**src/frl_pkg.sv**
```systemverilog
`timescale 1ns / 1ps
// ----------------------------------------------------------------------------
// Fraction reducer package
// Shared widths, item types, status codes and the controller/datapath link.
// ----------------------------------------------------------------------------
package frl_pkg;

    localparam int DATA_W            = 32;
    localparam int STATUS_W          = 2;
    localparam int CFG_INDEX_W       = 8;
    localparam int OPERAND_WIDTH_DEF = 32;

    // Register indexes of the configuration port.
    localparam logic [CFG_INDEX_W-1:0] REG_NUM_LIMIT = CFG_INDEX_W'(0);
    localparam logic [CFG_INDEX_W-1:0] REG_DEN_LIMIT = CFG_INDEX_W'(1);

    typedef enum logic [STATUS_W-1:0] {
        STATUS_OK        = 2'd0,
        STATUS_LIMIT     = 2'd1,
        STATUS_BOTH_ZERO = 2'd2
    } status_t;

    typedef struct packed {
        logic [DATA_W-1:0] numerator_in;
        logic [DATA_W-1:0] denominator_in;
    } in_item_t;

    typedef struct packed {
        logic [DATA_W-1:0]   numerator_out;
        logic [DATA_W-1:0]   denominator_out;
        logic [STATUS_W-1:0] status;
    } out_item_t;

    // Commands from the controller to the datapath.
    typedef struct packed {
        logic load;
        logic gcd_step;
        logic save_gcd;
        logic div_load;
        logic div_sel_den;
        logic div_step;
        logic save_num;
        logic write_out;
    } cmd_t;

    // Status from the datapath to the controller.
    typedef struct packed {
        logic req_both_zero;
        logic gcd_done;
        logic div_last;
    } sts_t;

endpackage

```
**src/frl_datapath.sv**
```systemverilog
`timescale 1ns / 1ps
// ----------------------------------------------------------------------------
// Fraction reducer datapath
// Limit registers, binary GCD unit, shared restoring divider and result register.
// ----------------------------------------------------------------------------
module frl_datapath #(
    parameter int OPERAND_WIDTH = frl_pkg::OPERAND_WIDTH_DEF
) (
    input  logic                             clk,
    input  logic                             rst_n,
    input  frl_pkg::cmd_t                    cmd,
    output frl_pkg::sts_t                    sts,
    input  frl_pkg::in_item_t                req_item,
    output frl_pkg::out_item_t               rsp_item,
    input  logic                             cfg_write,
    input  logic [frl_pkg::CFG_INDEX_W-1:0]  cfg_index,
    input  logic [frl_pkg::DATA_W-1:0]       cfg_data
);
    import frl_pkg::*;

    localparam int W     = OPERAND_WIDTH;
    localparam int SH_W  = $clog2(W);
    localparam int CNT_W = $clog2(W);

    logic [W-1:0]     num_lim_reg, den_lim_reg;
    logic [W-1:0]     num_reg, den_reg;
    logic [W-1:0]     x_reg, x_next;
    logic [W-1:0]     y_reg, y_next;
    logic [SH_W-1:0]  sh_reg, sh_next;
    logic [W-1:0]     g_reg;
    logic [W-1:0]     rem_reg, rem_next;
    logic [W-1:0]     quo_reg, quo_next;
    logic [CNT_W-1:0] cnt_reg;
    logic [W-1:0]     rn_reg;
    out_item_t        out_reg, out_next;

    logic [W-1:0]     req_num, req_den;
    logic [W:0]       trial;
    logic [W:0]       trial_diff;

    assign req_num = W'(req_item.numerator_in);
    assign req_den = W'(req_item.denominator_in);

    assign sts.req_both_zero = (req_num == '0) && (req_den == '0);
    assign sts.gcd_done      = (x_reg == '0) || (y_reg == '0);
    assign sts.div_last      = (cnt_reg == '0);

    // Configuration registers.
    always_ff @(posedge clk or negedge rst_n)
    begin
        if (!rst_n)
        begin
            num_lim_reg <= '1;
            den_lim_reg <= '1;
        end
        else if (cfg_write)
        begin
            if (cfg_index == REG_NUM_LIMIT)
            begin
                num_lim_reg <= W'(cfg_data);
            end
            else if (cfg_index == REG_DEN_LIMIT)
            begin
                den_lim_reg <= W'(cfg_data);
            end
        end
    end

    // One binary GCD step: halve the even operands, otherwise subtract the
    // smaller odd value from the larger.
    always_comb
    begin
        x_next  = x_reg;
        y_next  = y_reg;
        sh_next = sh_reg;
        if (!x_reg[0] && !y_reg[0])
        begin
            x_next  = x_reg >> 1;
            y_next  = y_reg >> 1;
            sh_next = sh_reg + SH_W'(1);
        end
        else if (!x_reg[0])
        begin
            x_next = x_reg >> 1;
        end
        else if (!y_reg[0])
        begin
            y_next = y_reg >> 1;
        end
        else if (x_reg > y_reg)
        begin
            x_next = y_reg;
            y_next = x_reg - y_reg;
        end
        else
        begin
            y_next = y_reg - x_reg;
        end
    end

    // One restoring division step, one quotient bit per cycle.
    always_comb
    begin
        trial      = {rem_reg, quo_reg[W-1]};
        trial_diff = trial - {1'b0, g_reg};
        if (!trial_diff[W])
        begin
            rem_next = trial_diff[W-1:0];
            quo_next = {quo_reg[W-2:0], 1'b1};
        end
        else
        begin
            rem_next = trial[W-1:0];
            quo_next = {quo_reg[W-2:0], 1'b0};
        end
    end

    // Result formatting; the denominator quotient is in quo_reg at this point.
    always_comb
    begin
        out_next = out_reg;
        if ((num_reg == '0) && (den_reg == '0))
        begin
            out_next.numerator_out   = '0;
            out_next.denominator_out = '0;
            out_next.status          = STATUS_BOTH_ZERO;
        end
        else if ((rn_reg > num_lim_reg) || (quo_reg > den_lim_reg))
        begin
            out_next.numerator_out   = '0;
            out_next.denominator_out = '0;
            out_next.status          = STATUS_LIMIT;
        end
        else
        begin
            out_next.numerator_out   = DATA_W'(rn_reg);
            out_next.denominator_out = DATA_W'(quo_reg);
            out_next.status          = STATUS_OK;
        end
    end

    always_ff @(posedge clk)
    begin
        if (cmd.load)
        begin
            num_reg <= req_num;
            den_reg <= req_den;
            x_reg   <= req_num;
            y_reg   <= req_den;
            sh_reg  <= '0;
        end
        else if (cmd.gcd_step)
        begin
            x_reg  <= x_next;
            y_reg  <= y_next;
            sh_reg <= sh_next;
        end

        // A zero numerator leaves the divisor in y; otherwise restore the
        // common power of two.
        if (cmd.save_gcd)
        begin
            g_reg <= (x_reg == '0) ? y_reg : (x_reg << sh_reg);
        end

        if (cmd.div_load)
        begin
            rem_reg <= '0;
            quo_reg <= cmd.div_sel_den ? den_reg : num_reg;
            cnt_reg <= CNT_W'(W - 1);
        end
        else if (cmd.div_step)
        begin
            rem_reg <= rem_next;
            quo_reg <= quo_next;
            cnt_reg <= cnt_reg - CNT_W'(1);
        end

        if (cmd.save_num)
        begin
            rn_reg <= quo_reg;
        end

        if (cmd.write_out)
        begin
            out_reg <= out_next;
        end
    end

    assign rsp_item = out_reg;

endmodule

```
**src/frl_controller.sv**
```systemverilog
`timescale 1ns / 1ps
// ----------------------------------------------------------------------------
// Fraction reducer controller
// Sequences load, GCD, two divisions and result hand-over for one item.
// ----------------------------------------------------------------------------
module frl_controller (
    input  logic          clk,
    input  logic          rst_n,
    input  logic          req_valid,
    output logic          req_ready,
    output logic          rsp_valid,
    input  logic          rsp_ready,
    output frl_pkg::cmd_t cmd,
    input  frl_pkg::sts_t sts
);
    import frl_pkg::*;

    typedef enum logic [5:0] {
        S_IDLE = 6'b000001,
        S_GCD  = 6'b000010,
        S_DIVN = 6'b000100,
        S_SETD = 6'b001000,
        S_DIVD = 6'b010000,
        S_OUT  = 6'b100000
    } state_t;

    state_t state_reg, state_next;
    logic   rsp_valid_reg, rsp_valid_next;
    logic   slot_free;

    assign slot_free = !rsp_valid_reg || rsp_ready;

    always_comb
    begin
        state_next     = state_reg;
        cmd            = '0;
        req_ready      = 1'b0;
        rsp_valid_next = rsp_valid_reg && !rsp_ready;
        case (state_reg)
            S_IDLE:
            begin
                req_ready = 1'b1;
                if (req_valid)
                begin
                    cmd.load   = 1'b1;
                    state_next = sts.req_both_zero ? S_OUT : S_GCD;
                end
            end
            S_GCD:
            begin
                if (sts.gcd_done)
                begin
                    cmd.save_gcd = 1'b1;
                    cmd.div_load = 1'b1;
                    state_next   = S_DIVN;
                end
                else
                begin
                    cmd.gcd_step = 1'b1;
                end
            end
            S_DIVN:
            begin
                cmd.div_step = 1'b1;
                if (sts.div_last)
                begin
                    state_next = S_SETD;
                end
            end
            S_SETD:
            begin
                cmd.save_num    = 1'b1;
                cmd.div_load    = 1'b1;
                cmd.div_sel_den = 1'b1;
                state_next      = S_DIVD;
            end
            S_DIVD:
            begin
                cmd.div_step = 1'b1;
                if (sts.div_last)
                begin
                    state_next = S_OUT;
                end
            end
            S_OUT:
            begin
                if (slot_free)
                begin
                    cmd.write_out  = 1'b1;
                    rsp_valid_next = 1'b1;
                    state_next     = S_IDLE;
                end
            end
            default:
            begin
                state_next = S_IDLE;
            end
        endcase
    end

    always_ff @(posedge clk or negedge rst_n)
    begin
        if (!rst_n)
        begin
            state_reg     <= S_IDLE;
            rsp_valid_reg <= 1'b0;
        end
        else
        begin
            state_reg     <= state_next;
            rsp_valid_reg <= rsp_valid_next;
        end
    end

    assign rsp_valid = rsp_valid_reg;

endmodule

```
**src/fraction_reducer_with_limits.sv**
```systemverilog
`timescale 1ns / 1ps
// ----------------------------------------------------------------------------
// Fraction reducer with limits
// Reduces an unsigned fraction to lowest terms and checks it against limits.
// ----------------------------------------------------------------------------
// Each item carries a numerator and a denominator; the block finds their
// greatest common divisor with an iterative binary GCD (one halving or one
// subtraction per cycle), then divides both values by it on a single shared
// restoring divider that produces one quotient bit per cycle, numerator first.
// A zero input makes the other input the divisor, so 0/d gives 0/1 and n/0
// gives 1/0; two zero inputs give 0/0 with the both-zero status and no limit
// check. If the reduced numerator or denominator is above its limit register,
// both outputs are zero and the status reports the limit. One item is worked
// on at a time: an item is loaded, the GCD loop steps until one operand is
// zero, the divisor is latched as the numerator division is loaded, the
// divider works out the numerator quotient, the numerator result is saved as
// the denominator division is loaded, the divider works out the denominator
// quotient and the result is written once the output register is free. Two
// zero inputs skip the GCD loop and the divider. The result sits in an
// output register, so a new item is accepted while the previous result still
// waits to be taken. Both limit registers reset to all ones and may be
// written whenever the block is idle; writes to other indexes are ignored.
// ----------------------------------------------------------------------------
module fraction_reducer_with_limits #(
    parameter int OPERAND_WIDTH = frl_pkg::OPERAND_WIDTH_DEF
) (
    input  logic                             clk,
    input  logic                             rst_n,

    // Request channel: one fraction per item.
    input  logic                             req_valid,
    output logic                             req_ready,
    input  frl_pkg::in_item_t                req_item,

    // Response channel: one reduced fraction and status per item.
    output logic                             rsp_valid,
    input  logic                             rsp_ready,
    output frl_pkg::out_item_t               rsp_item,

    // Configuration write channel.
    input  logic                             cfg_valid,
    output logic                             cfg_ready,
    input  logic [frl_pkg::CFG_INDEX_W-1:0]  cfg_index,
    input  logic [frl_pkg::DATA_W-1:0]       cfg_data
);
    import frl_pkg::*;

    cmd_t cmd;
    sts_t sts;

    // The limit registers can take a write in any cycle.
    assign cfg_ready = 1'b1;

    frl_controller u_ctrl (
        .clk       (clk),
        .rst_n     (rst_n),
        .req_valid (req_valid),
        .req_ready (req_ready),
        .rsp_valid (rsp_valid),
        .rsp_ready (rsp_ready),
        .cmd       (cmd),
        .sts       (sts)
    );

    frl_datapath #(
        .OPERAND_WIDTH (OPERAND_WIDTH)
    ) u_dp (
        .clk       (clk),
        .rst_n     (rst_n),
        .cmd       (cmd),
        .sts       (sts),
        .req_item  (req_item),
        .rsp_item  (rsp_item),
        .cfg_write (cfg_valid && cfg_ready),
        .cfg_index (cfg_index),
        .cfg_data  (cfg_data)
    );

endmodule
```
**config.mk**
```make
export PLATFORM = sky130hd
export DESIGN_NAME = fraction_reducer_with_limits
export DESIGN_NICKNAME = d
export VERILOG_FILES = /design/src/frl_pkg.sv /design/src/frl_datapath.sv /design/src/frl_controller.sv /design/src/fraction_reducer_with_limits.sv
export SDC_FILE = /design/constraint.sdc
export NUM_CORES = 1
export LEC_CHECK = 0
export ABC_CLOCK_PERIOD_IN_PS = 5590
export BUFFER_PORTS_ARGS = -buffer_cell sky130_fd_sc_hd__buf_2
export CAP_MARGIN = 0
export CORE_UTILIZATION = 25
export DETAILED_ROUTE_END_ITERATION = 8
export PLACE_DENSITY = 0.4
export SYNTH_ARGS = -nofsm -noshare
export SYNTH_HDL_FRONTEND = slang
export SYNTH_SLANG_ARGS = --single-unit
```
**constraint.sdc**
```tcl
create_clock -name clk -period 5.59 [get_ports clk]
set_input_delay 0.559 -clock clk [delete_from_list [all_inputs] [get_ports clk]]
set_output_delay 0.559 -clock clk [all_outputs]
set_load 0.01 [all_outputs]
```
# Yosys cells after proc, flatten, opt, wreduce, memory -nomap -nowiden
# Index checks and enable logic that the tools add are counted.
# W data, S select, Z words.
# classes
add_sub_neg	5
magnitude_cmp	3
eq_ne	14
shift	1
n_mux	39
bitwise	1
n_reduce_logical	30
# op_table
op	n
$mux W32	17
$logic_not A32 Y1	6
$gt A32 B32 Y1	3
$sub A32 B32 Y32	2
$mux W6	6
$pmux W6 S6	1
$sub A33 B32 Y33	1
$shl A32 B5 Y32	1
$mux W1	12
$eq A8 B1 Y1 const B	1
$logic_not A8 Y1	1
$ne A2 B2 Y1 const B	4
$ne A4 B4 Y1 const B	2
$eq A6 B1 Y1 const B	1
$eq A6 B2 Y1 const B	1
$eq A6 B3 Y1 const B	1
$eq A6 B4 Y1 const B	1
$eq A6 B5 Y1 const B	1
$eq A6 B6 Y1 const B	1
$reduce_and A2 Y1	3
$reduce_and A3 Y1	2
$add A5 B1 Y5 const B	1
$logic_not A5 Y1	1
$reduce_and A5 Y1	1
11 further kinds	22
# totals
ff_bits	403
in_bits	109
elab_cells	111

# Longest topological paths before layout
# depth
ltp_word	7
mapped_depth	15
depth_no_buf	13

# By module
# Synthesis repeated with hierarchy kept, for this count alone.
# unflattened
hier_cells	2476
hier_area_um2	24778.8
# modules_own_cells
module	n_inst	cells_each	area_each_um2
frl_datapath	1	2420	24280.8
frl_controller	1	54	486.7
fraction_reducer_with_limits	1	2	11.3

# Worst setup path before layout
# OpenSTA, ideal clock, no wires.
# synth_timing
kind	register to register
startpoint	register u_ctrl.state_reg[3]
endpoint	register u_dp.out_reg (netlist bit u_dp.rsp_item[0]) (enable)
setup_ns	0.497
arrival_ns	3.803
required_ns	5.093
path_slack_ns	1.289
stages_incl_launch_ff	4
synth_period_minus_slack_ns	4.301
cell_sequence	dfrtp_1 > nor4_1 > nand3b_1 > nor2b_1
# synth_rtl
element	line_no	text
start: declaration	frl_controller.sv:27	state_t state_reg, state_next;
start signal: assignment	frl_controller.sv:110	state_reg <= state_next;
end signal: assignment	frl_datapath.sv:186	out_reg <= out_next;
end: declaration	frl_datapath.sv:35	out_item_t out_reg, out_next;

# Worst setup path in the final report
# layout_timing
startpoint	register u_dp.x_reg[1]
endpoint	register u_dp.y_reg[27], data pin
# layout_via
elab_chain_len	7
word_cells_on_any_way	9
cone_classes	add/sub (2); order compare (1); mux (6)
# layout_rtl
element	line_no	text
start: declaration	frl_datapath.sv:27	logic [W-1:0] x_reg, x_next;
start signal: assignment	frl_datapath.sv:148	x_reg <= req_num;
start signal: assignment	frl_datapath.sv:154	x_reg <= x_next;
$sub A32 B32 Y32, or another cell as far along	frl_datapath.sv:97	y_next = y_reg - x_reg;
$mux W32 *	frl_datapath.sv:90	else if (x_reg > y_reg)
$mux W32 *	frl_datapath.sv:86	else if (!y_reg[0])
$mux W32 *	frl_datapath.sv:82	else if (!x_reg[0])
$mux W32 *	frl_datapath.sv:76	if (!x_reg[0] && !y_reg[0])
$mux W32 *	frl_datapath.sv:152	else if (cmd.gcd_step)
$mux W32 *	frl_datapath.sv:144	if (cmd.load)
end signal: assignment	frl_datapath.sv:149	y_reg <= req_den;
end signal: assignment	frl_datapath.sv:155	y_reg <= y_next;
end: declaration	frl_datapath.sv:28	logic [W-1:0] y_reg, y_next;
# Mark *: on every way between the ends. The rest lies on a longest branch, timed or not. The select of a mux whose other input is x is not followed.
# A chain may end at the register's enable or synchronous reset.

==> impl_metrics.tcl <==
set metrics [dict create \
    mostFrequentLayoutCells "311 x nand2_1, 290 x edfxtp_1, 191 x inv_1" \
    hpwl_mm 72.9 \
    power_leakage_nw 11.6 \
    fin_tns_setup_ns 0 \
    core_sq_mm 0.0984 \
    status "finished, final reports clean" \
    largest_reg_flops 66 \
    syn_to_final_growth_pct 15.8 \
    wirelength_mm 94.0 \
    p_comb_frac 0.489 \
    cts_resized 0 \
    synthSimpleGateAreaFrac 0.151 \
    ant_nets 0 \
    cts_hold_buf 0 \
    initial_utilization 0.252 \
    synthXorXnorAreaFrac 0.0219 \
    grt-ovfl-total 0 \
    via_count 20200 \
    grt_max_degree 124 \
    globalRouteTotalUtil 0.183 \
    synthArstFlopShare 0.176 \
    clock-sinks 403 \
    drv_cap 0 \
    swShare 0.447 \
    slew_headroom 0.173 \
    drt_iter0_markers 1489 \
    cts_tree "built" \
    power.density_mw_per_mm2 550 \
    post-route-period-util 0.828 \
    netlist_area_sq_mm 0.0248 \
    cp.arrival_ns 4.95 \
    ys_types 89 \
    worstSetupPathType "register to register" \
    drive_above_1_share 0.163 \
    fill_cells 10400 \
    seq_power_share 0.293 \
    synth-adder-area-share 0.0841 \
    rows 115 \
    clk_pin_slew_worst_paths_ns 0.06 \
    grt_pass1_vias 20000 \
    port-buffer-count 176 \
    syn-num-nets 2810 \
    internal_power_mw 8.75 \
    timing.rr.end "u_dp.y_reg[27]" \
    mostFrequentLayoutCell "nand2_1" \
    slew_viol_final 0 \
    die_area_sq_mm 0.101 \
    min_path_type "input port to async pin" \
    start_kind "register" \
    synth-seq-cells 403 \
    synth_edf_count 290 \
    synthCells 2536 \
    p_sw_mw 7.06 \
    drc_errors 0 \
    synth_mux_area_frac 0.0591 \
    worstSkewPairLatency_ns 0.63 \
    grt_pass1_wl_mm 136 \
    power_mw 15.8 \
    worst_slew_pin_slew_ns 1.24 \
    rsz0062_at_grt "no" \
    hold_viol 0 \
    viasPerCell 5.06 \
    nets 2929 \
    synthFlopType "edfxtp_1" \
    post_cts_buffers 0 \
    cts_max_path_buffers 3 \
    cp_max_fo 8 \
    htreeDepth 2 \
    skew_ns 0.0516 \
    place_congestion 0.904 \
    fp.dieH_um 317 \
    setup_viol 0 \
    die_w_um 317 \
    cts_buffers 49 \
    ys_warn_count 0 \
    fmax_ghz 0.216 \
    synth-compound-area-share 0.169 \
    period_needed_ns 4.63 \
    r2r_slack_ns 0.96 \
    io_pins 178 \
    ys_seq_area_frac 0.460 \
    wl_per_cell_um 23.6 \
    dr.pass1.iters 7 \
    ctsRootBufferMaster "clkbuf_16" \
    cp.required_ns 5.91 \
    synth_area_per_cell_sq_um 9.79 \
    power.share.clock 0.218 \
    end_kind "register" \
    r2r_cells 10 \
    antenna_found_initial 4 \
    ir_drop_uv 235 \
    synth_top_family_by_area "compound AO/OA/AOI/OAI gates" \
    r2r_start "u_dp.x_reg[1]" \
]
[how the worst max path moves through the flow]
stage,from,endpoint,depth (start not counted),slack [ns]
6_report,u_dp.x_reg[1],u_dp.y_reg[27],10,0.96
5_1_grt,u_dp.y_reg[27],u_dp.y_reg[26],12,0.96
4_1_cts,u_dp.y_reg[7],u_dp.y_reg[26],12,1.13
3_5_place_dp,u_dp.y_reg[7],u_dp.y_reg[26],12,1.14
3_3_place_gp,u_dp.x_reg[1],u_dp.y_reg[27],10,0.88
2_1_floorplan,u_ctrl.state_reg[3],u_dp.rsp_item[0],3,1.29
[power by group through the flow]
stage,sequential [mW],clock [mW],combinational [mW]
2_1_floorplan,4.32,0,5.24
3_3_place_gp,4.65,0,7.80
3_5_place_dp,4.67,0,7.60
4_1_cts,4.62,3.53,7.63
5_1_grt,4.69,3.64,8.29
6_report,4.64,3.44,7.74
[worst max-delay path, stage by stage, from the launching register on]
cell	delay (ns)
edfxtp_1	0.64
ha_1	0.46
nor2b_1	0.23
o21ai_2	0.12
a2111oi_1	1.11
nor3_1	0.26
o41ai_2	0.64
nand2_1	0.11
a31oi_1	0.32
mux2i_1	0.27
o311ai_0	0.17
[Yosys cell counts, types with 57 or more instances]
cell type,instances,area [sq um]
a21o_1,64,480
mux2i_1,60,601
nand2_1,311,1170
ha_1,162,2030
nor2_1,161,604
a21oi_1,183,916
dfstp_2,65,1710
clkbuf_1,95,357
nor4_1,57,357
and2_1,72,450
edfxtp_1,290,8710
o21ai_0,190,951
inv_1,191,717
[cells by family after synthesis]
logic type | count (synthesis)
AO/OA/AOI/OAI | 668
XOR/XNOR | 60
adder cells (fa/ha/maj) | 165
buffers and inverters | 334
flip-flops | 403
multiplexers | 117
other | 1
AND/OR/NAND/NOR | 788
[through the flow]
step / util / area (sq um) / setup slack (ns) / std cells / hold WS, ns
global placement: 0.274 / 27000 / 0.879 / 3891 / 0.480
detailed placement: 0.274 / 27000 / 1.14 / 3891 / 0.496
floorplan: - / 24800 / 1.29 / 2536 / 0.263
global route: 0.292 / 28700 / 0.959 / 3983 / 0.153
finish: 0.292 / 28700 / 0.961 / 3987 / 0.131
CTS: 0.292 / 28700 / 1.13 / 3983 / 0.107
[routing by layer]
metal  GRT usage  routed length [um]  share of wire
met1       0.259               44400           0.47
met2       0.290               42400           0.45
met3      0.0205                4270          0.045
met4      0.0593                2900          0.031
met5           0                  18        0.00019
[area by class of cell]
cell class | count | area, sq um | area share
Sequential cell | 403 | 11400 | 0.397
Multi-Input combinational cell | 1799 | 12100 | 0.421
Tap cell | 1287 | 1610 | 0.0560
Inverter | 194 | 733 | 0.0255
Clock inverter | 28 | 432 | 0.0150
Timing Repair Buffer | 208 | 1140 | 0.0395
Clock buffer | 64 | 1300 | 0.0453
Antenna cell | 4 | 10.0 | 0.000348
(Power assumes the default switching activity.)
